<file path="src/sv/euler_to_quaternion_defines.svh">
// Assertion helpers
`ifndef EULER_TO_QUATERNION_DEFINES_SVH
`define EULER_TO_QUATERNION_DEFINES_SVH
`ifndef SYNTHESIS
`define E2Q_ASSERT(label, clk, rst_n, prop, msg) \
    label: assert property (@(posedge clk) disable iff (!rst_n) prop) else $error(msg);
`define E2Q_ASSERT_RST(label, clk, prop, msg) \
    label: assert property (@(posedge clk) prop) else $error(msg);
`else
`define E2Q_ASSERT(label, clk, rst_n, prop, msg)
`define E2Q_ASSERT_RST(label, clk, prop, msg)
`endif
`endif

</file>
<file path="src/sv/e2q_pkg.sv">
`timescale 1ns / 1ps
package e2q_pkg;
    localparam int ANGLE_W = 16;
    localparam int QUAT_W  = 16;
    localparam int CW      = 34;   // CORDIC datapath, Q30 with headroom
    localparam int SC_W    = 22;   // Q20 sine and cosine
    localparam int ATAN_N  = 24;
    localparam logic signed [CW-1:0] GAIN_Q30    = 34'sd652032874;
    localparam logic signed [CW-1:0] HALF_PI_Q30 = 34'sd1686629713;
    localparam logic signed [CW-1:0] PI_Q30      = 34'sd3373259426;
    localparam logic signed [QUAT_W-1:0] Q14_ONE = 16'sd16384;

    typedef logic signed [CW-1:0]   cw_t;
    typedef logic signed [SC_W-1:0] sc_t;

    function automatic cw_t atan_q30(input logic [4:0] i);
        cw_t r;
        r = '0;
        case (i)
            5'd0:  r = 34'sh03243F6A8;
            5'd1:  r = 34'sh01DAC6705;
            5'd2:  r = 34'sh00FADBAFC;
            5'd3:  r = 34'sh007F56EA6;
            5'd4:  r = 34'sh003FEAB76;
            5'd5:  r = 34'sh001FFD55B;
            5'd6:  r = 34'sh000FFFAAA;
            5'd7:  r = 34'sh0007FFF55;
            5'd8:  r = 34'sh0003FFFEA;
            5'd9:  r = 34'sh0001FFFFD;
            5'd10: r = 34'sh0000FFFFF;
            5'd11: r = 34'sh00007FFFF;
            5'd12: r = 34'sh00003FFFF;
            5'd13: r = 34'sh00001FFFF;
            5'd14: r = 34'sh00000FFFF;
            5'd15: r = 34'sh000007FFF;
            5'd16: r = 34'sh000003FFF;
            5'd17: r = 34'sh000001FFF;
            5'd18: r = 34'sh000000FFF;
            5'd19: r = 34'sh0000007FF;
            5'd20: r = 34'sh0000003FF;
            5'd21: r = 34'sh0000001FF;
            5'd22: r = 34'sh0000000FF;
            5'd23: r = 34'sh00000007F;
            default: r = '0;
        endcase
        return r;
    endfunction
endpackage

</file>
<file path="src/sv/e2q_cordic.sv">
`timescale 1ns / 1ps
// Pipelined half-angle sine/cosine: fold stage, one register per iteration,
// rounding stage. Enable advances the whole chain together.
module e2q_cordic #(
    parameter int STAGES = 16
) (
    input  logic                       clk,
    input  logic                       en,
    input  logic signed [15:0]         angle,
    output e2q_pkg::sc_t               cos_q20,
    output e2q_pkg::sc_t               sin_q20
);
    import e2q_pkg::*;

    localparam int N = (STAGES < ATAN_N) ? STAGES : ATAN_N;

    cw_t x_reg [0:N];
    cw_t y_reg [0:N];
    cw_t z_reg [0:N];
    logic flip_reg [0:N];
    sc_t cos_reg, sin_reg;

    cw_t z0, zf;
    logic fl;
    always_comb
    begin
        z0 = {{(CW-32){angle[15]}}, angle, 16'd0};
        zf = z0;
        fl = 1'b0;
        if (z0 > HALF_PI_Q30)
        begin
            zf = z0 - PI_Q30;
            fl = 1'b1;
        end
        else if (z0 < -HALF_PI_Q30)
        begin
            zf = z0 + PI_Q30;
            fl = 1'b1;
        end
    end

    always_ff @(posedge clk)
    begin
        if (en)
        begin
            x_reg[0] <= GAIN_Q30;
            y_reg[0] <= '0;
            z_reg[0] <= zf;
            flip_reg[0] <= fl;
        end
    end

    for (genvar i = 0; i < N; i++)
    begin : g_iter
        cw_t dx, dy;
        assign dx = y_reg[i] >>> i;
        assign dy = x_reg[i] >>> i;
        always_ff @(posedge clk)
        begin
            if (en)
            begin
                flip_reg[i+1] <= flip_reg[i];
                if (!z_reg[i][CW-1])
                begin
                    x_reg[i+1] <= x_reg[i] - dx;
                    y_reg[i+1] <= y_reg[i] + dy;
                    z_reg[i+1] <= z_reg[i] - atan_q30(5'(i));
                end
                else
                begin
                    x_reg[i+1] <= x_reg[i] + dx;
                    y_reg[i+1] <= y_reg[i] - dy;
                    z_reg[i+1] <= z_reg[i] + atan_q30(5'(i));
                end
            end
        end
    end

    cw_t xo, yo, xr, yr;
    always_comb
    begin
        xo = flip_reg[N] ? -x_reg[N] : x_reg[N];
        yo = flip_reg[N] ? -y_reg[N] : y_reg[N];
        xr = (xo + cw_t'(512)) >>> 10;
        yr = (yo + cw_t'(512)) >>> 10;
    end

    always_ff @(posedge clk)
    begin
        if (en)
        begin
            cos_reg <= xr[SC_W-1:0];
            sin_reg <= yr[SC_W-1:0];
        end
    end

    assign cos_q20 = cos_reg;
    assign sin_q20 = sin_reg;
endmodule

</file>
<file path="config.mk">
export PLATFORM = sky130hd
export DESIGN_NAME = e2q_cordic
export DESIGN_NICKNAME = d
export VERILOG_FILES = /design/src/sv/euler_to_quaternion_defines.svh /design/src/sv/e2q_pkg.sv /design/src/sv/e2q_cordic.sv
export SDC_FILE = /design/constraint.sdc
export NUM_CORES = 2
export LEC_CHECK = 0
export BUFFER_PORTS_ARGS = -buffer_cell sky130_fd_sc_hd__buf_2
export CAP_MARGIN = 40
export CORE_AREA = 2 2 482 484
export DETAILED_ROUTE_END_ITERATION = 7
export DIE_AREA = 0 0 484 486
export GPL_ROUTABILITY_DRIVEN = 0
export PLACE_DENSITY = 0.72
export SLEW_MARGIN = 0
export SYNTH_ARGS = -nofsm -noshare
export SYNTH_HDL_FRONTEND = slang
export SYNTH_SLANG_ARGS = --single-unit
</file>
<file path="constraint.sdc">
create_clock -name clk -period 13.5 [get_ports clk]
set_input_delay 1.35 -clock clk [delete_from_list [all_inputs] [get_ports clk]]
set_output_delay 1.35 -clock clk [all_outputs]
set_load 0.03 [all_outputs]
</file>
Word level (Yosys, flattened, before mapping)
Memory sizes are Yosys's and may differ from the RTL's.
Index checks and enable logic that the tools add are counted.
{"block": "totals", "reg_bits": 44, "latchBits": 0, "mem_bits_rw": 1751, "romBits": 0, "inputBits": 18, "out_inout_bits": 44, "elab_cells": 309, "n_memories": 4}
{"block": "classes", "addsub": 101, "multipliers": 0, "n_div": 0, "order_cmp": 2, "eq_ne": 0, "shifts": 0, "mux": 152, "bitwise": 48, "n_reduce_logical": 0}
{"name": "x_reg", "depth": 17, "width": 34, "rd": 17, "rd_clocked_by_memory_dff": 0, "wr": 17, "line": "e2q_cordic.sv:17", "rtl": "cw_t x_reg [0:N];"}
{"name": "y_reg", "depth": 17, "width": 34, "rd": 17, "rd_clocked_by_memory_dff": 0, "wr": 17, "line": "e2q_cordic.sv:18", "rtl": "cw_t y_reg [0:N];"}
{"name": "z_reg", "depth": 17, "width": 34, "rd": 16, "rd_clocked_by_memory_dff": 0, "wr": 17, "line": "e2q_cordic.sv:19", "rtl": "cw_t z_reg [0:N];"}
{"name": "flip_reg", "depth": 17, "width": 1, "rd": 17, "rd_clocked_by_memory_dff": 0, "wr": 17, "line": "e2q_cordic.sv:20", "rtl": "logic flip_reg [0:N];"}
{"cell": "2-to-1 mux 34 bit", "n": 50}
{"cell": "2-to-1 mux 1 bit", "n": 100}
{"cell": "adder 34 x 19 -> 34 bit", "n": 2}
{"cell": "adder 34 x 20 -> 34 bit", "n": 2}
{"cell": "adder 34 x 21 -> 34 bit", "n": 2}
{"cell": "adder 34 x 22 -> 34 bit", "n": 2}
{"cell": "adder 34 x 23 -> 34 bit", "n": 2}
{"cell": "adder 34 x 24 -> 34 bit", "n": 2}
{"cell": "adder 34 x 25 -> 34 bit", "n": 2}
{"cell": "adder 34 x 26 -> 34 bit", "n": 2}
{"cell": "adder 34 x 27 -> 34 bit", "n": 2}
{"cell": "adder 34 x 28 -> 34 bit", "n": 2}
{"cell": "adder 34 x 29 -> 34 bit", "n": 2}
{"cell": "adder 34 x 30 -> 34 bit", "n": 2}
{"cell": "adder 34 x 31 -> 34 bit", "n": 2}
{"cell": "adder 34 x 32 -> 34 bit", "n": 2}
{"cell": "adder 34 x 33 -> 34 bit", "n": 2}
{"cell": "subtractor 34 x 19 -> 34 bit", "n": 2}
{"cell": "subtractor 34 x 20 -> 34 bit", "n": 2}
{"cell": "subtractor 34 x 21 -> 34 bit", "n": 2}
{"cell": "subtractor 34 x 22 -> 34 bit", "n": 2}
{"cell": "subtractor 34 x 23 -> 34 bit", "n": 2}
{"cell": "subtractor 34 x 24 -> 34 bit", "n": 2}
{"cell": "subtractor 34 x 25 -> 34 bit", "n": 2}
{"cell": "other kinds (50)", "n": 109}

Depth between registers and ports, before layout
An unclocked memory read counts as a cell.
{"block": "logic_depth", "word_depth": 5, "ltp_mapped": 22, "ltp_nobuf": 22}

Worst setup path after synthesis
OpenSTA, ideal clock, no wires.
{"block": "synth_timing", "path_kind": "input to register", "from": "input port en", "to": "memory x_reg[6][32] (netlist name), data pin", "setup_time_ns": 0.258, "t_arrival_ns": 5.900, "required_ns": 13.242, "slack_ns": 7.342, "cell_stages": 19, "path_buffers": 3, "path_cell_list": "clkbuf_1 nand2_1 inv_1 clkbuf_1 clkbuf_1 nor2_1 xor2_1 ha_1 a21o_1 a311o_1 a2111oi_0 o21ai_0 a41oi_1 o31ai_1 a211o_1 o21ai_0 nand2b_1 a21oi_1 xnor2_1"}
{"item": "start: declaration", "line": "e2q_cordic.sv:8", "rtl": "input logic en,"}
{"item": "end: declaration", "line": "e2q_cordic.sv:17"}

==> impl_metrics.csv <==
group,metric,value,unit
clocking,clkSlewWorstSetupHoldPaths,0.06,ns
synthesis,ys.flop_type,"edfxtp_1",
synthesis,syn_area,128000,um2
timing,period_share,52.2,%
worst_setup_path,critPathLaunchType,"input pin",
finish,largest_reg_flops,509,
die,die-width,484,um
finish,final_nets,15000,
synthesis,synth_seq_cells,1533,
worst_hold_path,hp-class,"register to register",
clocking,cts_buffers,177,
global_route,grt_overflow_total,0,
timing,rsz0062_at_grt,"no",
die,num_rows,176,
global_route,grt_pass1_vias,99600,
global_route,antenna_found_initial,3,
clocking,clockBufferDepth,3,
timing,clock.fmax,142,MHz
die,start_util,56.0,%
global_route,grt_max_degree,74,
die,core_area,229000,um2
worst_setup_path,slowest_stage,"a2111oi_0",
finish,most-common-layout-cells,"edfxtp_1, ha_1, a21oi_1",
timing,min_period,7.04,ns
timing,fin_skew,0.0333,ns
timing,fin_setup_tns,0,ns
finish,mostFrequentLayoutCell,"edfxtp_1",
synthesis,syn_avg_cell_area,9.60,um2
worst_setup_path,cpMostUsedCell,"buf_4",
worst_setup_path,path_cells,"buf_12 -> buf_4 -> buf_4 -> buf_4 -> nand2_1 -> inv_2 -> buf_4 -> a21oi_1 -> xor2_1 -> ha_1 -> a21oi_1 -> o21ai_0 -> o221a_2 -> a2111oi_0 -> nor2_1 -> o221ai_1 -> o31ai_1 -> nor3_1 -> o21bai_1 -> xnor2_1",
die,ios,62,
placed_design,io_buffers,61,
synthesis,synth_edf_count,1533,
run,drv_cap,0,
synthesis,syn_nets,14900,
synthesis,synth_cell_type_count,101,
timing,worst_pin_slew,0.963,ns
worst_setup_path,critPathArrivalTime,7.64,ns
global_route,track_usage,26.1,%
routing,via_per_inst,6.20,
finish,drive_above_1_share,4.36,%
clocking,cts_tree,"done",
worst_setup_path,required,14.09,ns
clocking,cts.sinks,1533,
routing,firstDrtPassIters,6,
clocking,cts_setup_buffers,0,
synthesis,async_reset_ff_share,0,%
clocking,cts_root_buf,"clkbuf_16",
worst_setup_path,critPathMaxFanout,58,
synthesis,synth_seq_area_share,35.8,%
timing,drv_slew,0,
routing,drcViolationCount,0,
clocking,cts_resized,0,
placed_design,dp_hpwl,247000,um
routing,route.vias.total,103000,
routing,first_iter_violations,8856,
routing,wl,317000,um
worst_setup_path,critPathKind,"input pin to register",
worst_setup_path,max_stage_delay,0.79,ns
timing,hold_violations,0,
routing,ant_nets,0,
clocking,hold_buffers,0,
routing,wl_per_cell,19.0,um
die,die_h,486,um
timing,setup_viol,0,
synthesis,yosysWarningCount,0,
timing,holdWs,0.413,ns
finish,area_growth,7.68,%
global_route,grt_pass1_wl,510000,um
die,die_area,235000,um2
timing,relSlewSlack,35.3,%
clocking,htree_levels,4,
synthesis,netlist_instances,13400,
worst_setup_path,worstSetupEndpointType,"register",
status,run_status,"finished, final reports clean",
clocking,clock_latency,0.85,ns
[cells in the mapped netlist, types with 33 or more instances]
master | instances | area, um2
a2111oi_0 | 33 | 289
nor3_1 | 302 | 1510
and2_1 | 54 | 338
nor2_1 | 1070 | 4020
nor4_1 | 97 | 607
a21oi_1 | 1358 | 6800
o211ai_1 | 48 | 360
o21ai_0 | 787 | 3940
xor2_1 | 618 | 5410
fa_1 | 44 | 881
o21bai_1 | 142 | 1070
a211oi_1 | 119 | 893
a211o_1 | 49 | 429
nand2_1 | 724 | 2720
edfxtp_1 | 1533 | 46000
nand3_1 | 221 | 1110
ha_1 | 1426 | 17800
nand4_1 | 96 | 601
nor2b_1 | 213 | 1330
nand2b_1 | 258 | 1610
clkbuf_1 | 197 | 739
a31o_2 | 36 | 315
a21boi_0 | 56 | 420
o31ai_1 | 147 | 1100
xnor2_1 | 1292 | 11300
or3_1 | 101 | 632
and3_1 | 113 | 707
a31oi_1 | 111 | 694
mux2i_1 | 46 | 460
a21o_1 | 606 | 4550
or2_2 | 61 | 382
o21a_1 | 247 | 1850
mux2_2 | 39 | 439
o41ai_1 | 56 | 490
or4_1 | 51 | 383
inv_1 | 526 | 1970
o22ai_1 | 39 | 244
nand3b_1 | 34 | 255
o31a_1 | 35 | 307
[layer usage]
metal	global-route usage, %	part of all wire, %	vias to the layer above
li1	-	-	50000
met1	32.3	42	48800
met2	45.6	48	3573
met3	3.42	6.1	827
met4	11.4	4.3	4
met5	0	0.011	-
[path summary, 6_finish.rpt]
kind | slack (ns) | start | cells past startpoint | endpoint
setup / recovery | 6.46 | en | 20 | x_reg[7][33]$_DFFE_PP_
hold reg to reg | 0.41 | flip_reg[12]$_DFFE_PP_ | 0 | flip_reg[13]$_DFFE_PP_
hold / removal | 0.41 | flip_reg[12]$_DFFE_PP_ | 0 | flip_reg[13]$_DFFE_PP_
setup reg to reg | 7.59 | x_reg[5][10]$_DFFE_PP_ | 18 | y_reg[6][33]$_DFFE_PP_
[logic make-up (layout without fill, tap and decap cells)]
group | count (synthesis) | in the layout | share of synthesized area, %
buffers and inverters | 766 | 1004 | 2.26
other | 0 | 2 | 0
xor gates and xnor gates | 1910 | 1910 | 13.0
DFF | 1533 | 1533 | 35.8
AOI/OAI and AO/OA | 4138 | 4138 | 20.4
muxes | 85 | 85 | 0.700
adders and majority gates | 1471 | 1471 | 14.6
and+or+nand+nor | 3475 | 3475 | 13.2
[worst max-delay path: cells and delay by family]
kind,cells,cell delay [ns]
buf+inv,6,2.64
compound gates,8,2.36
simple gates,3,0.50
fa+ha+maj,1,0.34
xor+xnor,2,0.32
[metrics by stage]
step | util [%] | cell area, um2 | cells | setup slack (ns)
global route | 60.3 | 138000 | 16600 | 5.98
floorplan | - | 128000 | 13400 | 7.34
global placement | 57.6 | 132000 | 16300 | 5.66
detailed placement | 57.7 | 132000 | 16300 | 5.64
finish | 60.3 | 138000 | 16600 | 6.46
CTS | 60.3 | 138000 | 16600 | 6.51
[area by class of cell]
cell class                      count  area [um2]
Antenna cell                        2        5.00
Clock buffer                      203        4610
Clock inverter                    126        1340
Fill cell                       19000       91100
Inverter                          536        2010
Multi-Input combinational cell  11100       79500
Sequential cell                  1533       46000
Tap cell                         3026        3790
Timing Repair Buffer              139        1010
Power is not shown: default switching activity piles up to over one toggle a cycle in this logic, so the estimate is an artifact.
